## src/rtl/sliding_window_distinct_detector_macros.svh

```systemverilog
// ----------------------------------------------------------------------------
// Assertion macros for the sliding window distinct detector
// Concurrent checks, compiled out when SYNTHESIS is defined.
// ----------------------------------------------------------------------------
`ifndef SLIDING_WINDOW_DISTINCT_DETECTOR_MACROS_SVH
`define SLIDING_WINDOW_DISTINCT_DETECTOR_MACROS_SVH

`ifndef SYNTHESIS
// Check that a condition holds at every clock edge out of reset.
`define SWDD_ASSERT_ALWAYS(lbl, cond, msg) \
  lbl: assert property (@(posedge clk) disable iff (!rst_n) (cond)) else $error(msg);
// Check that a condition holds in the cycle after a trigger.
`define SWDD_ASSERT_NEXT(lbl, trig, cond, msg) \
  lbl: assert property (@(posedge clk) disable iff (!rst_n) (trig) |=> (cond)) \
    else $error(msg);
`else
`define SWDD_ASSERT_ALWAYS(lbl, cond, msg)
`define SWDD_ASSERT_NEXT(lbl, trig, cond, msg)
`endif

`endif

```

## src/rtl/swdd_pkg.sv

```systemverilog
// ----------------------------------------------------------------------------
// swdd_pkg
// Shared widths and constants for the sliding window distinct detector.
// ----------------------------------------------------------------------------
package swdd_pkg;

  // Default longest window the tap line supports.
  localparam int WINDOW_MAX_DEF = 16;
  // Window length after reset (clamped to the window maximum).
  localparam int LENGTH_RESET   = 14;

  // The alphabet is the full byte, so a symbol needs no reduction.
  localparam int SYMBOL_W    = 8;
  localparam int CFG_LEN_W   = 5;
  localparam int POS_W       = 32;
  localparam logic [POS_W-1:0] POS_MAX = '1;

  localparam int IN_TDATA_W  = 8;
  localparam int OUT_FIELD_W = POS_W + 3;
  localparam int OUT_TDATA_W = ((OUT_FIELD_W + 7) / 8) * 8;
  localparam int OUT_PAD_W   = OUT_TDATA_W - OUT_FIELD_W;

endpackage

```

## src/rtl/sliding_window_distinct_detector.sv

```systemverilog
// ----------------------------------------------------------------------------
// sliding_window_distinct_detector
// Flags positions where the most recent window_length bytes are all distinct.
// ----------------------------------------------------------------------------
//
//  channel   dir  handshake          payload
//  -------   ---  -----------------  ---------------------------------------
//  in_*      in   tvalid / tready    tdata: symbol; tuser: start_new
//  out_*     out  tvalid / tready    tdata: position, window_full,
//                                           all_distinct, first_marker
//  cfg_*     in   wen (no wait)      wdata: window_length
//
//  One request per cycle while in_tready is high. Each request is evaluated in
//  the cycle it is taken and its result is loaded into the output register at
//  the next edge. The output register is the only stage, so in_tready drops
//  only while a result sits unclaimed and out_tready is low.
//  Reset (rst_n low, synchronous) restores window_length to its reset value
//  and clears the window; there is no clearing pass.
//
//  Method: instead of a count per byte value, keep the age of the most recent
//  repeat, i.e. how many bytes back the newer half of the latest duplicate
//  pair's older occurrence sits. A new byte is compared against the last
//  WINDOW_MAX-1 bytes in a tap line; the nearest hit gives its repeat
//  distance, and the age becomes the smaller of (old age + 1) and that
//  distance, saturating at WINDOW_MAX. The last L bytes are distinct exactly
//  when that age is at least L.
// ----------------------------------------------------------------------------
`include "sliding_window_distinct_detector_macros.svh"

module sliding_window_distinct_detector #(
  parameter int WINDOW_MAX = swdd_pkg::WINDOW_MAX_DEF
) (
  input  logic                              clk,
  input  logic                              rst_n,
  // configuration
  input  logic                              cfg_wen,
  input  logic [swdd_pkg::CFG_LEN_W-1:0]    cfg_wdata,   // [4:0] window_length
  // request stream
  input  logic                              in_tvalid,
  output logic                              in_tready,
  input  logic [swdd_pkg::IN_TDATA_W-1:0]   in_tdata,    // [7:0] symbol
  input  logic                              in_tuser,    // [0] start_new
  // result stream
  output logic                              out_tvalid,
  input  logic                              out_tready,
  output logic [swdd_pkg::OUT_TDATA_W-1:0]  out_tdata    // [31:0] position,
                                                         // [32] window_full,
                                                         // [33] all_distinct,
                                                         // [34] first_marker,
                                                         // rest zero
);

  import swdd_pkg::*;

  localparam int AGE_W   = $clog2(WINDOW_MAX + 1);
  localparam int TAPS    = WINDOW_MAX - 1;
  localparam int LEN_RST = (LENGTH_RESET > WINDOW_MAX) ? WINDOW_MAX : LENGTH_RESET;
  localparam logic [AGE_W-1:0] AGE_MAX = AGE_W'(WINDOW_MAX);

  // Window state
  logic [AGE_W-1:0]    len_r;
  logic [SYMBOL_W-1:0] tap_r    [TAPS];
  logic [TAPS-1:0]     tap_vld_r, tap_vld_nxt;
  logic [AGE_W-1:0]    age_r, age_nxt;
  logic [POS_W-1:0]    cnt_r, cnt_nxt;
  logic                marker_seen_r, marker_seen_nxt;

  // Result register
  logic                out_vld_r;
  logic [POS_W-1:0]    out_pos_r;
  logic                out_full_r, out_dist_r, out_first_r;

  logic                in_acc;
  logic [SYMBOL_W-1:0] sym;
  logic [TAPS-1:0]     vld_base;
  logic [AGE_W-1:0]    age_base, age_inc, rep_dist;
  logic [POS_W-1:0]    cnt_base;
  logic                full_nxt, dist_nxt, first_nxt;
  logic [AGE_W-1:0]    cfg_len;

  assign in_tready = !out_vld_r || out_tready;
  assign in_acc    = in_tvalid && in_tready;
  assign sym       = in_tdata[SYMBOL_W-1:0];

  // Clamp the written length into 1..WINDOW_MAX.
  always_comb begin
    if (32'(cfg_wdata) > WINDOW_MAX) begin
      cfg_len = AGE_MAX;
    end else if (cfg_wdata == '0) begin
      cfg_len = AGE_W'(1);
    end else begin
      cfg_len = AGE_W'(cfg_wdata);
    end
  end

  // Evaluate one request against the window.
  always_comb begin
    // restart drops the old window before this byte goes in
    vld_base = in_tuser ? '0 : tap_vld_r;
    age_base = in_tuser ? AGE_MAX : age_r;
    cnt_base = in_tuser ? '0 : cnt_r;

    // nearest earlier copy of this byte; none within reach counts as far away
    rep_dist = AGE_MAX;
    for (int i = TAPS - 1; i >= 0; i--) begin
      if (vld_base[i] && (tap_r[i] == sym)) begin
        rep_dist = AGE_W'(i + 1);
      end
    end

    age_inc = (age_base == AGE_MAX) ? AGE_MAX : age_base + AGE_W'(1);
    age_nxt = (rep_dist < age_inc) ? rep_dist : age_inc;

    cnt_nxt = (cnt_base == POS_MAX) ? POS_MAX : cnt_base + POS_W'(1);

    full_nxt  = cnt_nxt >= POS_W'(len_r);
    dist_nxt  = full_nxt && (age_nxt >= len_r);
    first_nxt = dist_nxt && !(marker_seen_r && !in_tuser);

    marker_seen_nxt = (marker_seen_r && !in_tuser) || dist_nxt;
    // shift in a valid bit; the oldest one drops off the top
    tap_vld_nxt     = TAPS'({vld_base, 1'b1});
  end

  // Window state: a length write clears it just as a restart does.
  always_ff @(posedge clk) begin
    if (!rst_n) begin
      len_r         <= AGE_W'(LEN_RST);
      tap_vld_r     <= '0;
      age_r         <= AGE_MAX;
      cnt_r         <= '0;
      marker_seen_r <= 1'b0;
    end else if (cfg_wen) begin
      len_r         <= cfg_len;
      tap_vld_r     <= '0;
      age_r         <= AGE_MAX;
      cnt_r         <= '0;
      marker_seen_r <= 1'b0;
    end else if (in_acc) begin
      tap_vld_r     <= tap_vld_nxt;
      age_r         <= age_nxt;
      cnt_r         <= cnt_nxt;
      marker_seen_r <= marker_seen_nxt;
    end
  end

  // Tap line of recent bytes; payload only, the valid bits guard it.
  always_ff @(posedge clk) begin
    if (in_acc) begin
      tap_r[0] <= sym;
      for (int i = 1; i < TAPS; i++) begin
        tap_r[i] <= tap_r[i-1];
      end
    end
  end

  // Result register: load on accept, drop when taken.
  always_ff @(posedge clk) begin
    if (!rst_n) begin
      out_vld_r <= 1'b0;
    end else if (in_tready) begin
      out_vld_r <= in_acc;
    end
  end

  always_ff @(posedge clk) begin
    if (in_acc) begin
      out_pos_r   <= cnt_nxt;
      out_full_r  <= full_nxt;
      out_dist_r  <= dist_nxt;
      out_first_r <= first_nxt;
    end
  end

  assign out_tvalid = out_vld_r;
  assign out_tdata  = {{OUT_PAD_W{1'b0}}, out_first_r, out_dist_r, out_full_r, out_pos_r};

  // Checks
  `SWDD_ASSERT_ALWAYS(a_first_is_distinct,
    !out_vld_r || !out_first_r || out_dist_r, "first_marker without all_distinct")
  `SWDD_ASSERT_ALWAYS(a_distinct_is_full,
    !out_vld_r || !out_dist_r || out_full_r, "all_distinct on a window that is not full")
  `SWDD_ASSERT_NEXT(a_restart_pos_one, in_acc && in_tuser && !cfg_wen,
    out_pos_r == POS_W'(1), "restart did not give position one")
  `SWDD_ASSERT_NEXT(a_marker_kept, in_acc && dist_nxt && !cfg_wen,
    marker_seen_r, "marker not recorded after a distinct window")
  `SWDD_ASSERT_ALWAYS(a_len_range,
    (len_r != '0) && (len_r <= AGE_MAX), "window length out of range")

endmodule

```

## config.mk

```make
export PLATFORM = sky130hd
export DESIGN_NAME = sliding_window_distinct_detector
export DESIGN_NICKNAME = d
export VERILOG_FILES = /design/src/rtl/swdd_pkg.sv /design/src/rtl/sliding_window_distinct_detector.sv
export VERILOG_INCLUDE_DIRS = /design/src /design/src/rtl
export SDC_FILE = /design/constraint.sdc
export NUM_CORES = 1
export LEC_CHECK = 0
export BUFFER_PORTS_ARGS = -buffer_cell sky130_fd_sc_hd__buf_2
export CORE_ASPECT_RATIO = 1.1
export CORE_MARGIN = 2
export CORE_UTILIZATION = 40
export CTS_BUF_LIST = sky130_fd_sc_hd__clkbuf_4 sky130_fd_sc_hd__clkbuf_8
export DETAILED_ROUTE_END_ITERATION = 10
export SLEW_MARGIN = 10
export SYNTH_ARGS = -nofsm -noshare
export SYNTH_HDL_FRONTEND = slang
export SYNTH_SLANG_ARGS = --single-unit
```

## constraint.sdc

```tcl
create_clock -name clk -period 7.03 [get_ports clk]
set_clock_uncertainty 0.15 [all_clocks]
set_input_delay 0.703 -clock clk [delete_from_list [all_inputs] [get_ports clk]]
set_output_delay 0.703 -clock clk [all_outputs]
set_load 0.05 [all_outputs]
```

Word-level counts from Yosys, hierarchy flattened

Memories as Yosys holds them, arrays and structs flattened.
Cells that the tools add are included.

Add/sub/neg operators: 2
$lt $le $gt $ge: 4
Equality and inequality tests: 17
Muxes and demuxes: 25
Bitwise gates (word level): 1
Reduce and logical (&&, ||, !) cells: 26

Operators with widths:

| operator                | count |
|---|---|
| $eq A8 B8 Y1            | 15 |
| $mux W5                 | 20 |
| $mux W32                | 2 |
| $add A32 B1 Y32 const B | 1 |
| $eq A32 B32 Y1 const B  | 1 |
| $ge A32 B5 Y1           | 1 |
| $logic_and A1 B1 Y1     | 19 |
| $mux W15                | 1 |
| $add A5 B1 Y5 const B   | 1 |
| $eq A5 B5 Y1 const B    | 1 |
| $ge A5 B5 Y1            | 1 |
| $gt A5 B5 Y1 const B    | 1 |
| $logic_not A5 Y1        | 1 |
| $lt A5 B5 Y1            | 1 |
| $logic_not A1 Y1        | 3 |
| $logic_or A1 B1 Y1      | 2 |
| $mux W1                 | 2 |
| $reduce_or A2 Y1        | 1 |
| $not A1 Y1              | 1 |

Register bits after elaboration: 94
Bits in writable memories: 120
Input bits: 19
Output and inout bits: 42
Word-level logic and storage cells: 86
Memories kept: 1

Memory list:

| name  | depth | bits a word | read ports | clocked after memory_dff | wr ports | line                                   | text |
|---|---|---|---|---|---|---|---|
| tap_r | 15    | 8           | 15         | 0                        | 15       | sliding_window_distinct_detector.sv:62 | `logic [SYMBOL_W-1:0] tap_r [TAPS];` |

Longest topological paths before layout

Gate-level depths: netlist of run 1.
An unclocked memory read counts as a cell.

Depth after elaboration: 23
Depth in mapped cells: 26
Gate-level depth less buffers: 23

Least setup slack after synthesis of run 1

No wires, ideal clock.

Path type: input to register
Start point: input port out_tready
End point: register out_dist_r, enable pin
Setup time: 0.579 ns
Arrival: 6.144 ns
Required time: 6.301 ns
Path slack: 0.157 ns
Stages on the path: 5
Buffers on the path: 2
Cells stage by stage: nand2b_1 > nand2_1 > inv_1 > clkbuf_1 > buf_1

Word-level cells in the longest chain between the ends: 2

Ends and longest elaborated chain:

| element              | line                                    | text |
|---|---|---|
| start, declared      | sliding_window_distinct_detector.sv:45  | `input logic out_tready,` |
| $logic_or A1 B1 Y1   | sliding_window_distinct_detector.sv:81  | `assign in_tready = !out_vld_r \|\| out_tready;` |
| $logic_and A1 B1 Y1  | sliding_window_distinct_detector.sv:82  | `assign in_acc = in_tvalid && in_tready;` |
| named net in_acc     | sliding_window_distinct_detector.sv:73  | `logic in_acc;` |
| end signal, assigned | sliding_window_distinct_detector.sv:170 | `out_dist_r <= dist_nxt;` |
| end, declared        | sliding_window_distinct_detector.sv:71  | `logic out_full_r, out_dist_r, out_first_r;` |

The timed path passes the listed nets, and every way through them passes these cells.
A chain may end at the register's enable or synchronous reset.

Worst setup path in the final report of run 1

Start point: input port in_tuser
End point: register out_first_r, data pin

Elaborated cells on any way between the ends: 48

RTL lines:

| element                                           | line                                    | text |
|---|---|---|
| start, declared                                   | sliding_window_distinct_detector.sv:42  | `input logic in_tuser,` |
| $mux W32 (*)                                      | sliding_window_distinct_detector.sv:101 | `cnt_base = in_tuser ? '0 : cnt_r;` |
| $add A32 B1 Y32 or $eq A32 B32 Y1 (tied branches) | sliding_window_distinct_detector.sv:114 | `cnt_nxt = (cnt_base == POS_MAX) ? POS_MAX : cnt_base + POS_W'(1);` |
| $mux W32 (*)                                      | sliding_window_distinct_detector.sv:114 |  |
| named net cnt_nxt[1]                              | sliding_window_distinct_detector.sv:65  | `logic [POS_W-1:0] cnt_r, cnt_nxt;` |
| $ge A32 B5 Y1 (*)                                 | sliding_window_distinct_detector.sv:116 | `full_nxt = cnt_nxt >= POS_W'(len_r);` |
| named net full_nxt                                | sliding_window_distinct_detector.sv:78  | `logic full_nxt, dist_nxt, first_nxt;` |
| $logic_and A1 B1 Y1 (*)                           | sliding_window_distinct_detector.sv:117 | `dist_nxt = full_nxt && (age_nxt >= len_r);` |
| named net dist_nxt                                | sliding_window_distinct_detector.sv:78  |  |
| $logic_and A1 B1 Y1 (*)                           | sliding_window_distinct_detector.sv:118 | `first_nxt = dist_nxt && !(marker_seen_r && !in_tuser);` |
| named net first_nxt                               | sliding_window_distinct_detector.sv:78  |  |
| end signal, assigned                              | sliding_window_distinct_detector.sv:171 | `out_first_r <= first_nxt;` |
| end, declared                                     | sliding_window_distinct_detector.sv:71  |  |

Mark *: on every way through the listed nets, which the timed path passes. The rest lies on a longest branch.

==> results of run 1 <==
==> area by class of cell <==
type	count	area, um2	share of cell area
Clock buffer	56	670.6	0.05817
Clock inverter	13	102.6	0.008899
Inverter	17	71.32	0.006186
Multi-Input combinational cell	636	4088	0.3546
Sequential cell	214	5836	0.5062
Tap cell	346	432.9	0.03755
Timing Repair Buffer	62	327.8	0.02843
==> worst paths after layout <==
| path | to |
|---|---|
| setup reg to reg | out_first_r$_DFFE_PP_ |
| hold / removal | len_r[2]$_SDFFE_PN1P_ |
| setup / recovery | out_first_r$_DFFE_PP_ |
| hold reg to reg | tap_vld_r[7]$_SDFFE_PP0P_ |
==> registers in the layout, summed over array words and instances (netlist names) <==
name / cells
cnt_r: 32
age_r: 5
out_full_r: 1
out_tvalid: 1
tap_vld_r: 15
out_pos_r: 32
marker_seen_r: 1
tap_r: 120
len_r: 5
out_dist_r: 1
out_first_r: 1
==> per-stage QoR <==
stage | utilization | cells | power [uW] | worst slack [ns]
floorplan | - | 928 | 1705 | 0.1569
global placement | 0.4257 | 1275 | 1757 | 1.122
detailed placement | 0.4257 | 1275 | 1760 | 1.020
CTS | 0.4563 | 1344 | 2938 | 1.593
global route | 0.4563 | 1344 | 3019 | 1.260
finish | 0.4563 | 1344 | 2899 | 1.618
==> power by group <==
| group | switching (uW) | internal [uW] |
|---|---|---|
| combinational | 176 | 83.7 |
| sequential | 41.5 | 1430 |
| clock | 513 | 655 |
==> worst max-delay path, stage by stage <==
cell and delay, ns:
sky130_fd_sc_hd__buf_2 0.36, sky130_fd_sc_hd__nor2b_1 0.28, sky130_fd_sc_hd__ha_1 0.24, sky130_fd_sc_hd__and3_1 0.27, sky130_fd_sc_hd__nand3_1 0.17, sky130_fd_sc_hd__nor4_1 0.53
sky130_fd_sc_hd__nand3_1 0.22, sky130_fd_sc_hd__buf_4 0.28, sky130_fd_sc_hd__nand2b_1 0.20, sky130_fd_sc_hd__ha_1 0.27, sky130_fd_sc_hd__a21o_1 0.16, sky130_fd_sc_hd__a21o_1 0.17
sky130_fd_sc_hd__a21oi_1 0.23, sky130_fd_sc_hd__o2111ai_1 0.15, sky130_fd_sc_hd__or4_1 0.43, sky130_fd_sc_hd__or4b_4 0.58, sky130_fd_sc_hd__and2_4 0.17, sky130_fd_sc_hd__a21boi_1 0.12
==> logic make-up (layout without fill, tap and decap cells) <==
family | count (synthesis) | after routing | synth area share
adder cells (fa/ha/maj) | 17 | 17 | 0.02072
AO/OA/AOI/OAI | 94 | 94 | 0.05693
flip-flops | 214 | 214 | 0.5686
multiplexers | 11 | 11 | 0.01134
AND/OR/NAND/NOR | 358 | 358 | 0.1781
XOR/XNOR | 151 | 151 | 0.1289
buffers and inverters | 78 | 148 | 0.03511
other | 1 | 5 | 0.0003654
==> metal layers <==
| metal | wire [um] | share of wire |
|---|---|---|
| met1 | 10360 | 0.47 |
| met2 | 10140 | 0.46 |
| met3 | 982 | 0.045 |
| met4 | 564 | 0.026 |
| met5 | 0 | 0 |
==> cell usage in the layout (no fill, tap or decap), drive strengths merged, types with 5 or more instances in the layout <==
cell    count
nand4      23
nor3       45
nand2b     11
xor2       68
buf        62
and3       10
ha         17
nor4       20
or3         7
nand3      31
xnor2      83
o21ai      27
nand2      86
inv        18
mux2i       6
edfxtp    155
nor2b      25
mux2        5
clkbuf     56
nor2       75
conb        5
dfxtp      59
and4        6
a21oi      30
clkinv      9
==> flow_summary.json, run 1 <==
{
  "clk-insertion-delay-late_ns": 0.53,
  "layout-drive-gt1-share": 0.1493,
  "hold-path-cell-count": 3,
  "buffer_ports.inserted": 55,
  "gr-usage-met2": 0.2632,
  "cap_violations": 0,
  "cts.htree.levels": 2,
  "grt.met3_usage": 0.03058,
  "route.detailed.drc": 0,
  "ys.warnings.count": 0,
  "detailedRoute.firstIterationViolations": 456,
  "status": "completed",
  "timing.critical_path.from": "in_tuser",
  "rsz0062_at_grt": "false",
  "maximum_number_of_pins_on_one_net_before_global_route_repair": 106,
  "cp_data_arrival_time_ns": 5.54,
  "grt_antenna_before_repair": 0,
  "core.rowCount": 61,
  "ys_ff_latch": 214,
  "critical_path_class": "input pin to flop",
  "cts-root-to-sink-buffers": 3,
  "cts_tree": "built",
  "diode_insertion_count_for_antenna_repair": 0,
  "holdCritStartpoint": "cfg_wdata[2]",
  "tightestPinTransition_ns": 0.7972,
  "post_cts.resized_instances": 0,
  "worstReg2RegStart": "cnt_r[0]$_SDFFE_PP0P_",
  "detail_route.wirelength_um": 22050,
  "report.final.setup_viol": 0,
  "areaGrowthSynthToFinish_pct": 12.33,
  "grt-ovfl-total": 0,
  "cts.sinks": 214,
  "cp-start-kind": "input pin",
  "summed_instance_area_of_the_synthesized_netlist_um2": 10260,
  "synth-edff-count": 155,
  "global_route_hottest_layer": "met2",
  "slew_margin_rel": 0.4685,
  "sequential_share_of_the_synthesized_area": 0.5686,
  "dieArea_um2": 26960,
  "post-cts-setup-buffer-count": 0,
  "post-synth-top-count-cell": "sky130_fd_sc_hd__edfxtp_1",
  "post-dp-hpwl_um": 14540,
  "wl_per_cell_um": 16.40,
  "syn_inst": 924,
  "grt_first_pass_wirelength_um": 35250,
  "hold_path_class": "input pin to flop",
  "synth_top_cell_area_share": 0.4535,
  "finalInstanceArea_um2": 11530,
  "synth.largest_area_cell": "sky130_fd_sc_hd__edfxtp_1",
  "required_ns": 7.16,
  "cts_hold_buffers": 0,
  "r2r.worst_path.cells": 17,
  "setup.worst_path.end_class": "flop",
  "antenna_left": 0,
  "fin_crit_period_ns": 5.412,
  "layout.nets": 1005,
  "synthesis.area_per_instance_um2": 11.11,
  "core_um2": 25260,
  "dieWidth_um": 156.7,
  "hold_slack_ns": 0.2579,
  "worstPathMaxFanout": 42,
  "timing.fmax_mhz": 184.8,
  "top_area_cells_in_the_synthesized_netlist": "sky130_fd_sc_hd__edfxtp_1, sky130_fd_sc_hd__dfxtp_1, sky130_fd_sc_hd__xnor2_1",
  "start_util": 0.4063,
  "routed-via-count": 6816,
  "finalHoldViolCount": 0,
  "synth-main-ff-cell": "sky130_fd_sc_hd__edfxtp_1",
  "ys_types": 65,
  "cts.clk_slew.worst_paths_ns": 0.06,
  "final_max_slew_viol_count": 0,
  "grt_use_met1": 0.2312,
  "power.static_leakage_uw": 0.004144,
  "power.ir.vdd_worst_mv": 0.1617,
  "vias_per_cell": 5.071,
  "globalplace.congestion": 0.8131,
  "postPlaceCellArea_um2": 10760,
  "grtUsageTotal": 0.1665,
  "number_of_ports_placed_on_the_die_boundary": 61,
  "tns_ns": 0,
  "yosys-top-cells-count": "sky130_fd_sc_hd__edfxtp_1, sky130_fd_sc_hd__nand2_1, sky130_fd_sc_hd__xnor2_1",
  "synth_async_sr_flop_share": 0,
  "cts_made_buffers": 38,
  "drt_pre_antenna_iters": 5,
  "rrSetupSlack_ns": 1.85,
  "grt_pass1_vias": 6546,
  "clock_tree.root_cell": "sky130_fd_sc_hd__clkbuf_8",
  "powerDensity_nw_per_um2": 251.5,
  "die_h_um": 172,
  "final_cycle_utilization_of_the_critical_path": 0.7698,
  "final_layout_fill_cell_count": 2366
}
Power figures use the tool's default switching activity.
==> run 2: changes to the inputs <==
Clock period 7.03 ns to 4.57 ns, I/O delays scaled along.
==> run 2 against run 1 <==
Compared with the run above: count of clock-buffer cells in the layout rose by 3; global-route usage rose by 1.1 points; wire length rose by 7.1%; non-clock buffer count rose by 106; first-iteration DRC count fell by 9.2%; sequential share of layout area fell by 4.1 points; sequential power rose by 54%; largest power group unchanged; critical endpoint unchanged; power rose by 57%; die area did not move; final cell count rose by 7.8%; via count rose by 6.2%; the flow now finishes with violations (setup timing).
==> flow_summary.json, run 2 (synthesis gave the netlist of run 1 again) <==
{
  "status": "complete, but fails checks",
  "failing_checks": "setup timing",
  "cts-root-to-sink-buffers": 3,
  "cap_violations": 0,
  "layout-drive-gt1-share": 0.2448,
  "slew_margin_rel": 0.3335,
  "cts_made_buffers": 38,
  "buf_inv_stages_crit_path": 6,
  "fin_crit_period_ns": 4.597,
  "crit_path_cell_trace": "xor2_1 > nor4_2 > nand4_1 > buf_4 > buf_4 > buf_4 > buf_4 > buf_4 > buf_4 > o311a_1 > o311ai_1 > nand2_1 > a31oi_4 > mux2_4 > ha_4 > a21o_1 > a21oi_2 > nor2b_1 > o21ai_1 > nand2b_1 > and2_4 > a21boi_1",
  "grt_pass1_vias": 7034,
  "areaGrowthSynthToFinish_pct": 22.27,
  "detail_route.wirelength_um": 23620,
  "critical_path_class": "flop to flop",
  "grt_antenna_before_repair": 0,
  "cp-start-kind": "flop",
  "grt_use_met1": 0.2238,
  "power.ir.vdd_worst_mv": 0.2175,
  "rsz0062_at_grt": "true",
  "clk-insertion-delay-late_ns": 0.54,
  "setup.worst_path.end_class": "flop",
  "slowest_stage": "sky130_fd_sc_hd__edfxtp_1",
  "post-dp-hpwl_um": 16110,
  "wl_per_cell_um": 16.30,
  "clock_tree.root_cell": "sky130_fd_sc_hd__clkbuf_8",
  "worstPathMaxFanout": 2,
  "number_of_ports_placed_on_the_die_boundary": 61,
  "holdCritStartpoint": "cfg_wdata[4]",
  "globalplace.congestion": 0.8760,
  "buffer_ports.inserted": 55,
  "max_flop_register": "tap_r",
  "grt.met3_usage": 0.03559,
  "die_h_um": 172,
  "crit_path_frequent_cell": "sky130_fd_sc_hd__buf_4",
  "grt_first_pass_wirelength_um": 37250,
  "worst_slack_ns": -0.02727,
  "layout.nets": 1111,
  "cts.sinks": 214,
  "routed-via-count": 7236,
  "finalHoldViolCount": 0,
  "global_route_hottest_layer": "met2",
  "dieWidth_um": 156.7,
  "tightestPinTransition_ns": 0.9998,
  "timing.fmax_mhz": 217.5,
  "core_um2": 25260,
  "route.detailed.drc": 0,
  "switching_share": 0.2504,
  "grt-ovfl-total": 0,
  "maximum_number_of_pins_on_one_net_before_global_route_repair": 146,
  "start_util": 0.4063,
  "timing.critical_path.from": "tap_r[1][51]$_DFFE_PP_",
  "final_max_slew_viol_count": 0,
  "internal-power_uw": 3409,
  "hold_slack_ns": 0.04291,
  "vias_per_cell": 4.994,
  "worstReg2RegStart": "tap_r[1][51]$_DFFE_PP_",
  "hold_path_class": "input pin to flop",
  "required_ns": 4.70,
  "path_delay_family": "compound AO/OA/AOI/OAI gates",
  "cts_tree": "built",
  "antenna_left": 0,
  "final_cell_mix": "sky130_fd_sc_hd__edfxtp_1, sky130_fd_sc_hd__buf_4, sky130_fd_sc_hd__nand2_1, sky130_fd_sc_hd__xnor2_1, sky130_fd_sc_hd__nor2_1",
  "drt_pre_antenna_iters": 5,
  "report.final.setup_viol": 1,
  "cts.htree.levels": 2,
  "cts.clk_slew.worst_paths_ns": 0.06,
  "rrSetupSlack_ns": -0.03,
  "timing.critical_path.slowest_cell_delay_ns": 0.43,
  "core.rowCount": 61,
  "dieArea_um2": 26960,
  "mostFrequentLayoutCell": "sky130_fd_sc_hd__edfxtp_1",
  "power.static_leakage_uw": 0.004705,
  "top_regs": "tap_r: 120 flops, cnt_r: 32 flops, out_pos_r: 32 flops",
  "power.clock.fraction": 0.401,
  "largest_register_ff_count": 120,
  "postPlaceCellArea_um2": 11550,
  "final_cycle_utilization_of_the_critical_path": 1.006,
  "finalInstanceArea_um2": 12550,
  "detailedRoute.firstIterationViolations": 414,
  "gr-usage-met2": 0.3064,
  "combinationalPowerShare": 0.102,
  "switching_power_uw": 1139,
  "cp_data_arrival_time_ns": 4.72,
  "powerDensity_nw_per_um2": 362.4,
  "p_seq_frac": 0.497,
  "diode_insertion_count_for_antenna_repair": 0,
  "grtUsageTotal": 0.1773
}
-- run 2: changes by cell type in the layout (fill, tap and decap cells not counted), sizes merged --
cell / delta
dlygate4sd3: +3
buf: +103
clkbuf: +3
clkinv: -4
-- run 2: layout make-up --
cell class / count / area [um2]
Clock buffer: 59 / 705.7
Clock inverter: 9 / 72.57
Fill cell: 2286 / 12710
Inverter: 17 / 71.32
Multi-Input combinational cell: 636 / 4259
Sequential cell: 214 / 5836
Tap cell: 346 / 432.9
Timing Repair Buffer: 168 / 1172
-- run 2: power groups by stage --
| stage | sequential, uW | combinational [uW] | clock [uW] |
|---|---|---|---|
| 6_report | 2260 | 463 | 1820 |
| 5_1_grt | 2270 | 503 | 1960 |
| 4_1_cts | 2260 | 462 | 1870 |
| 3_5_place_dp | 2300 | 455 | 0 |
| 3_3_place_gp | 2300 | 452 | 0 |
| 2_1_floorplan | 2340 | 277 | 0 |
-- run 2: stage by stage --
stage	TNS (ns)	util	worst slack [ns]	total power (uW)	cells
after CTS	0	0.4922	0.01156	4598	1444
after detailed placement	-1.150	0.4571	-0.4426	2756	1368
after global placement	-0.9547	0.4571	-0.3879	2752	1368
after floorplan	-0.6007	-	-0.2824	2621	928
after global routing	-0.5554	0.4968	-0.2712	4734	1449
final	-0.02727	0.4968	-0.02727	4548	1449
-- run 2: worst reg2reg max path: stages, from the launching register on --
cell and delay, ns:
sky130_fd_sc_hd__edfxtp_1 0.43, sky130_fd_sc_hd__xor2_1 0.18, sky130_fd_sc_hd__nor4_2 0.30, sky130_fd_sc_hd__nand4_1 0.18, sky130_fd_sc_hd__buf_4 0.17, sky130_fd_sc_hd__buf_4 0.12, sky130_fd_sc_hd__buf_4 0.12, sky130_fd_sc_hd__buf_4 0.12
sky130_fd_sc_hd__buf_4 0.12, sky130_fd_sc_hd__buf_4 0.12, sky130_fd_sc_hd__o311a_1 0.34, sky130_fd_sc_hd__o311ai_1 0.23, sky130_fd_sc_hd__nand2_1 0.16, sky130_fd_sc_hd__a31oi_4 0.23, sky130_fd_sc_hd__mux2_4 0.34, sky130_fd_sc_hd__ha_4 0.24
sky130_fd_sc_hd__a21o_1 0.18, sky130_fd_sc_hd__a21oi_2 0.12, sky130_fd_sc_hd__nor2b_1 0.05, sky130_fd_sc_hd__o21ai_1 0.13, sky130_fd_sc_hd__nand2b_1 0.08, sky130_fd_sc_hd__and2_4 0.14, sky130_fd_sc_hd__a21boi_1 0.11
-- run 2: timing repair --
item                       CTS  global route
buffers inserted             5             5
hold endpoints to repair     3             0
pin swaps                    5            20
setup endpoints to repair    3             3
hold buffers                 3             0
resized for setup            7            14
-- run 2: worst paths after layout --
| path | endpoint | cells after the start |
|---|---|---|
| worst max-delay path | out_first_r$_DFFE_PP_ | 22 |
| worst max register to register | out_first_r$_DFFE_PP_ | 22 |
| worst min register to register | tap_r[1][18]$_DFFE_PP_ | 0 |
| worst min-delay path | len_r[3]$_SDFFE_PN1P_ | 2 |
-- run 2: routing by layer --
| layer | wire, um | vias up |
|---|---|---|
| met4 | 557 | 0 |
| met1 | 10380 | 3476 |
| met3 | 1087 | 39 |
| met5 | 0 | - |
| met2 | 11590 | 157 |
| li1 | - | 3564 |
==> run 3: changes to the inputs <==
Settings changed: RECOVER_POWER set to 100.
==> run 3 against run 2 <==
Compared with the run above: the run ends with capacitance limit, slew limit, setup timing left; core utilization shrank 0.41 points; critical path depth decreased by 4; non-clock buffer count did not move; count of clock-buffer cells in the layout stayed put; sequential share of layout area increased by 0.38 points; largest cell class unchanged; hold slack barely moved; global-route usage unchanged.
==> flow_summary.json, run 3 (synthesis gave the netlist of run 1 again) <==
{
  "rsz0062_at_grt": "true",
  "wl_per_cell_um": 16.34,
  "grt-ovfl-total": 0,
  "final_max_slew_viol_count": 198,
  "antenna_left": 0,
  "core_um2": 25260,
  "post-route-util": 0.4927,
  "mostFrequentLayoutCell": "sky130_fd_sc_hd__edfxtp_1",
  "critical_path_class": "flop to flop",
  "clk-insertion-delay-late_ns": 0.54,
  "max_flop_register": "tap_r",
  "instances_no_fill": 1449,
  "hold_path_class": "input pin to flop",
  "cts_tree": "built",
  "cts.sinks": 214,
  "status": "complete, but fails checks",
  "power.static_leakage_uw": 0.004546,
  "die_h_um": 172,
  "failing_checks": "capacitance limit, slew limit, setup timing",
  "globalplace.congestion": 0.8760,
  "final_cell_mix": "sky130_fd_sc_hd__edfxtp_1, sky130_fd_sc_hd__buf_4, sky130_fd_sc_hd__nand2_1, sky130_fd_sc_hd__xnor2_1, sky130_fd_sc_hd__nor2_1",
  "setup.worst_path.end_class": "flop",
  "grt_antenna_before_repair": 0,
  "number_of_ports_placed_on_the_die_boundary": 61,
  "routed-via-count": 7192,
  "dieArea_um2": 26960,
  "final_cycle_utilization_of_the_critical_path": 1.011,
  "cts.clk_slew.worst_paths_ns": 0.06,
  "detailedRoute.firstIterationViolations": 369,
  "vias_per_cell": 4.963,
  "buffer_ports.inserted": 55,
  "grt_pass1_vias": 7034,
  "start_util": 0.4063,
  "dpl.cell_count": 1368,
  "tns_ns": -0.05116,
  "required_ns": 4.70,
  "cts_made_buffers": 38,
  "grt_first_pass_wirelength_um": 37250,
  "grtUsageTotal": 0.1773,
  "tightestPinTransition_ns": 2.819,
  "detail_route.wirelength_um": 23670,
  "cts.htree.levels": 2,
  "top_regs": "tap_r: 120 flops, cnt_r: 32 flops, out_pos_r: 32 flops",
  "power.ir.vdd_worst_mv": 0.2174,
  "worstPathMaxFanout": 3,
  "cp_data_arrival_time_ns": 4.75,
  "layout-drive-gt1-share": 0.1967,
  "layout.nets": 1111,
  "maximum_number_of_pins_on_one_net_before_global_route_repair": 146,
  "drt_pre_antenna_iters": 5,
  "design_power_total_uw": 4548,
  "timing.fmax_mhz": 216.4,
  "postPlaceCellArea_um2": 11550,
  "finalHoldViolCount": 0,
  "post-dp-hpwl_um": 16110,
  "route.detailed.drc": 0,
  "core.rowCount": 61,
  "diode_insertion_count_for_antenna_repair": 0,
  "dieWidth_um": 156.7,
  "areaGrowthSynthToFinish_pct": 21.27,
  "cp-start-kind": "flop",
  "finalInstanceArea_um2": 12450,
  "clock_tree.root_cell": "sky130_fd_sc_hd__clkbuf_8",
  "report.final.setup_viol": 1,
  "slew_margin_rel": -0.8795,
  "powerDensity_nw_per_um2": 365.4,
  "fin_crit_period_ns": 4.621,
  "cts-root-to-sink-buffers": 3,
  "cap_violations": 2,
  "worst_slack_ns": -0.05116,
  "largest_register_ff_count": 120
}
[run 3: cell count changes in the layout (fill, tap and decap cells not counted), moves of 5 or more]
| cell | before | now |
|---|---|---|
| sky130_fd_sc_hd__buf_2 | 55 | 13 |
| sky130_fd_sc_hd__clkbuf_1 | 0 | 47 |
| sky130_fd_sc_hd__buf_4 | 106 | 96 |
| sky130_fd_sc_hd__clkbuf_4 | 17 | 22 |
[run 3: worst paths after layout]
path	slack, ns	startpoint	depth (start not counted)	endpoint
setup reg to reg	-0.05	cnt_r[0]$_SDFFE_PP0P_	18	out_first_r$_DFFE_PP_
hold / removal	0.04	cfg_wdata[4]	2	len_r[3]$_SDFFE_PN1P_
setup / recovery	-0.05	cnt_r[0]$_SDFFE_PP0P_	18	out_first_r$_DFFE_PP_
hold reg to reg	0.29	tap_r[1][10]$_DFFE_PP_	0	tap_r[1][18]$_DFFE_PP_
[run 3: repair_timing]
item | CTS | global route
hold endpoints to repair | 3 | 0
setup buffers | 5 | 5
pin swaps | 5 | 20
hold buffers | 3 | 0
gates resized for setup | 7 | 14
endpoints found under the setup margin | 3 | 3
[run 3: area by class of cell]
type / count / area, um2
clock buffers: 59 / 705.7
clock inverters: 9 / 72.57
fillers: 2316 / 12820
inverters: 17 / 67.56
multi-input cells: 636 / 4232
flip-flops and latches: 214 / 5836
well taps: 346 / 432.9
repair buffers: 168 / 1101
[run 3: routing by layer]
| layer | wire, um | global-route usage |
|---|---|---|
| met1 | 10410 | 0.2238 |
| met2 | 11550 | 0.3064 |
| met3 | 1151 | 0.03559 |
| met4 | 561 | 0.05505 |
| met5 | 0 | 0 |
[run 3: report_power, final]
group          internal (uW)  switching (uW)  total [uW]
Combinational            167             292         459
Sequential              2200            61.8        2270
Clock                   1040             784        1820
[run 3: critical path, cell delays in order, from the launching register on]
cell	delay (ns)
sky130_fd_sc_hd__dfxtp_1	0.34
sky130_fd_sc_hd__nor2b_1	0.20
sky130_fd_sc_hd__ha_1	0.21
sky130_fd_sc_hd__and3_1	0.27
sky130_fd_sc_hd__nand3_4	0.11
sky130_fd_sc_hd__nor4_4	0.25
sky130_fd_sc_hd__nand3_1	0.23
sky130_fd_sc_hd__and2_4	0.22
sky130_fd_sc_hd__ha_4	0.20
sky130_fd_sc_hd__nand2b_4	0.12
sky130_fd_sc_hd__a21o_1	0.17
sky130_fd_sc_hd__a21o_1	0.17
sky130_fd_sc_hd__a21oi_1	0.13
sky130_fd_sc_hd__buf_4	0.14
sky130_fd_sc_hd__o2111ai_1	0.14
sky130_fd_sc_hd__or4_1	0.46
sky130_fd_sc_hd__or4b_4	0.56
sky130_fd_sc_hd__and2_4	0.18
sky130_fd_sc_hd__a21boi_1	0.11
[run 3: metrics by stage]
stage,worst slack [ns],hold slack [ns]
floorplan,-0.2824,0.2818
global placement,-0.3879,0.2879
detailed placement,-0.4426,0.2922
CTS,0.01156,0.01118
global route,-0.2712,0.01652
finish,-0.05116,0.04251
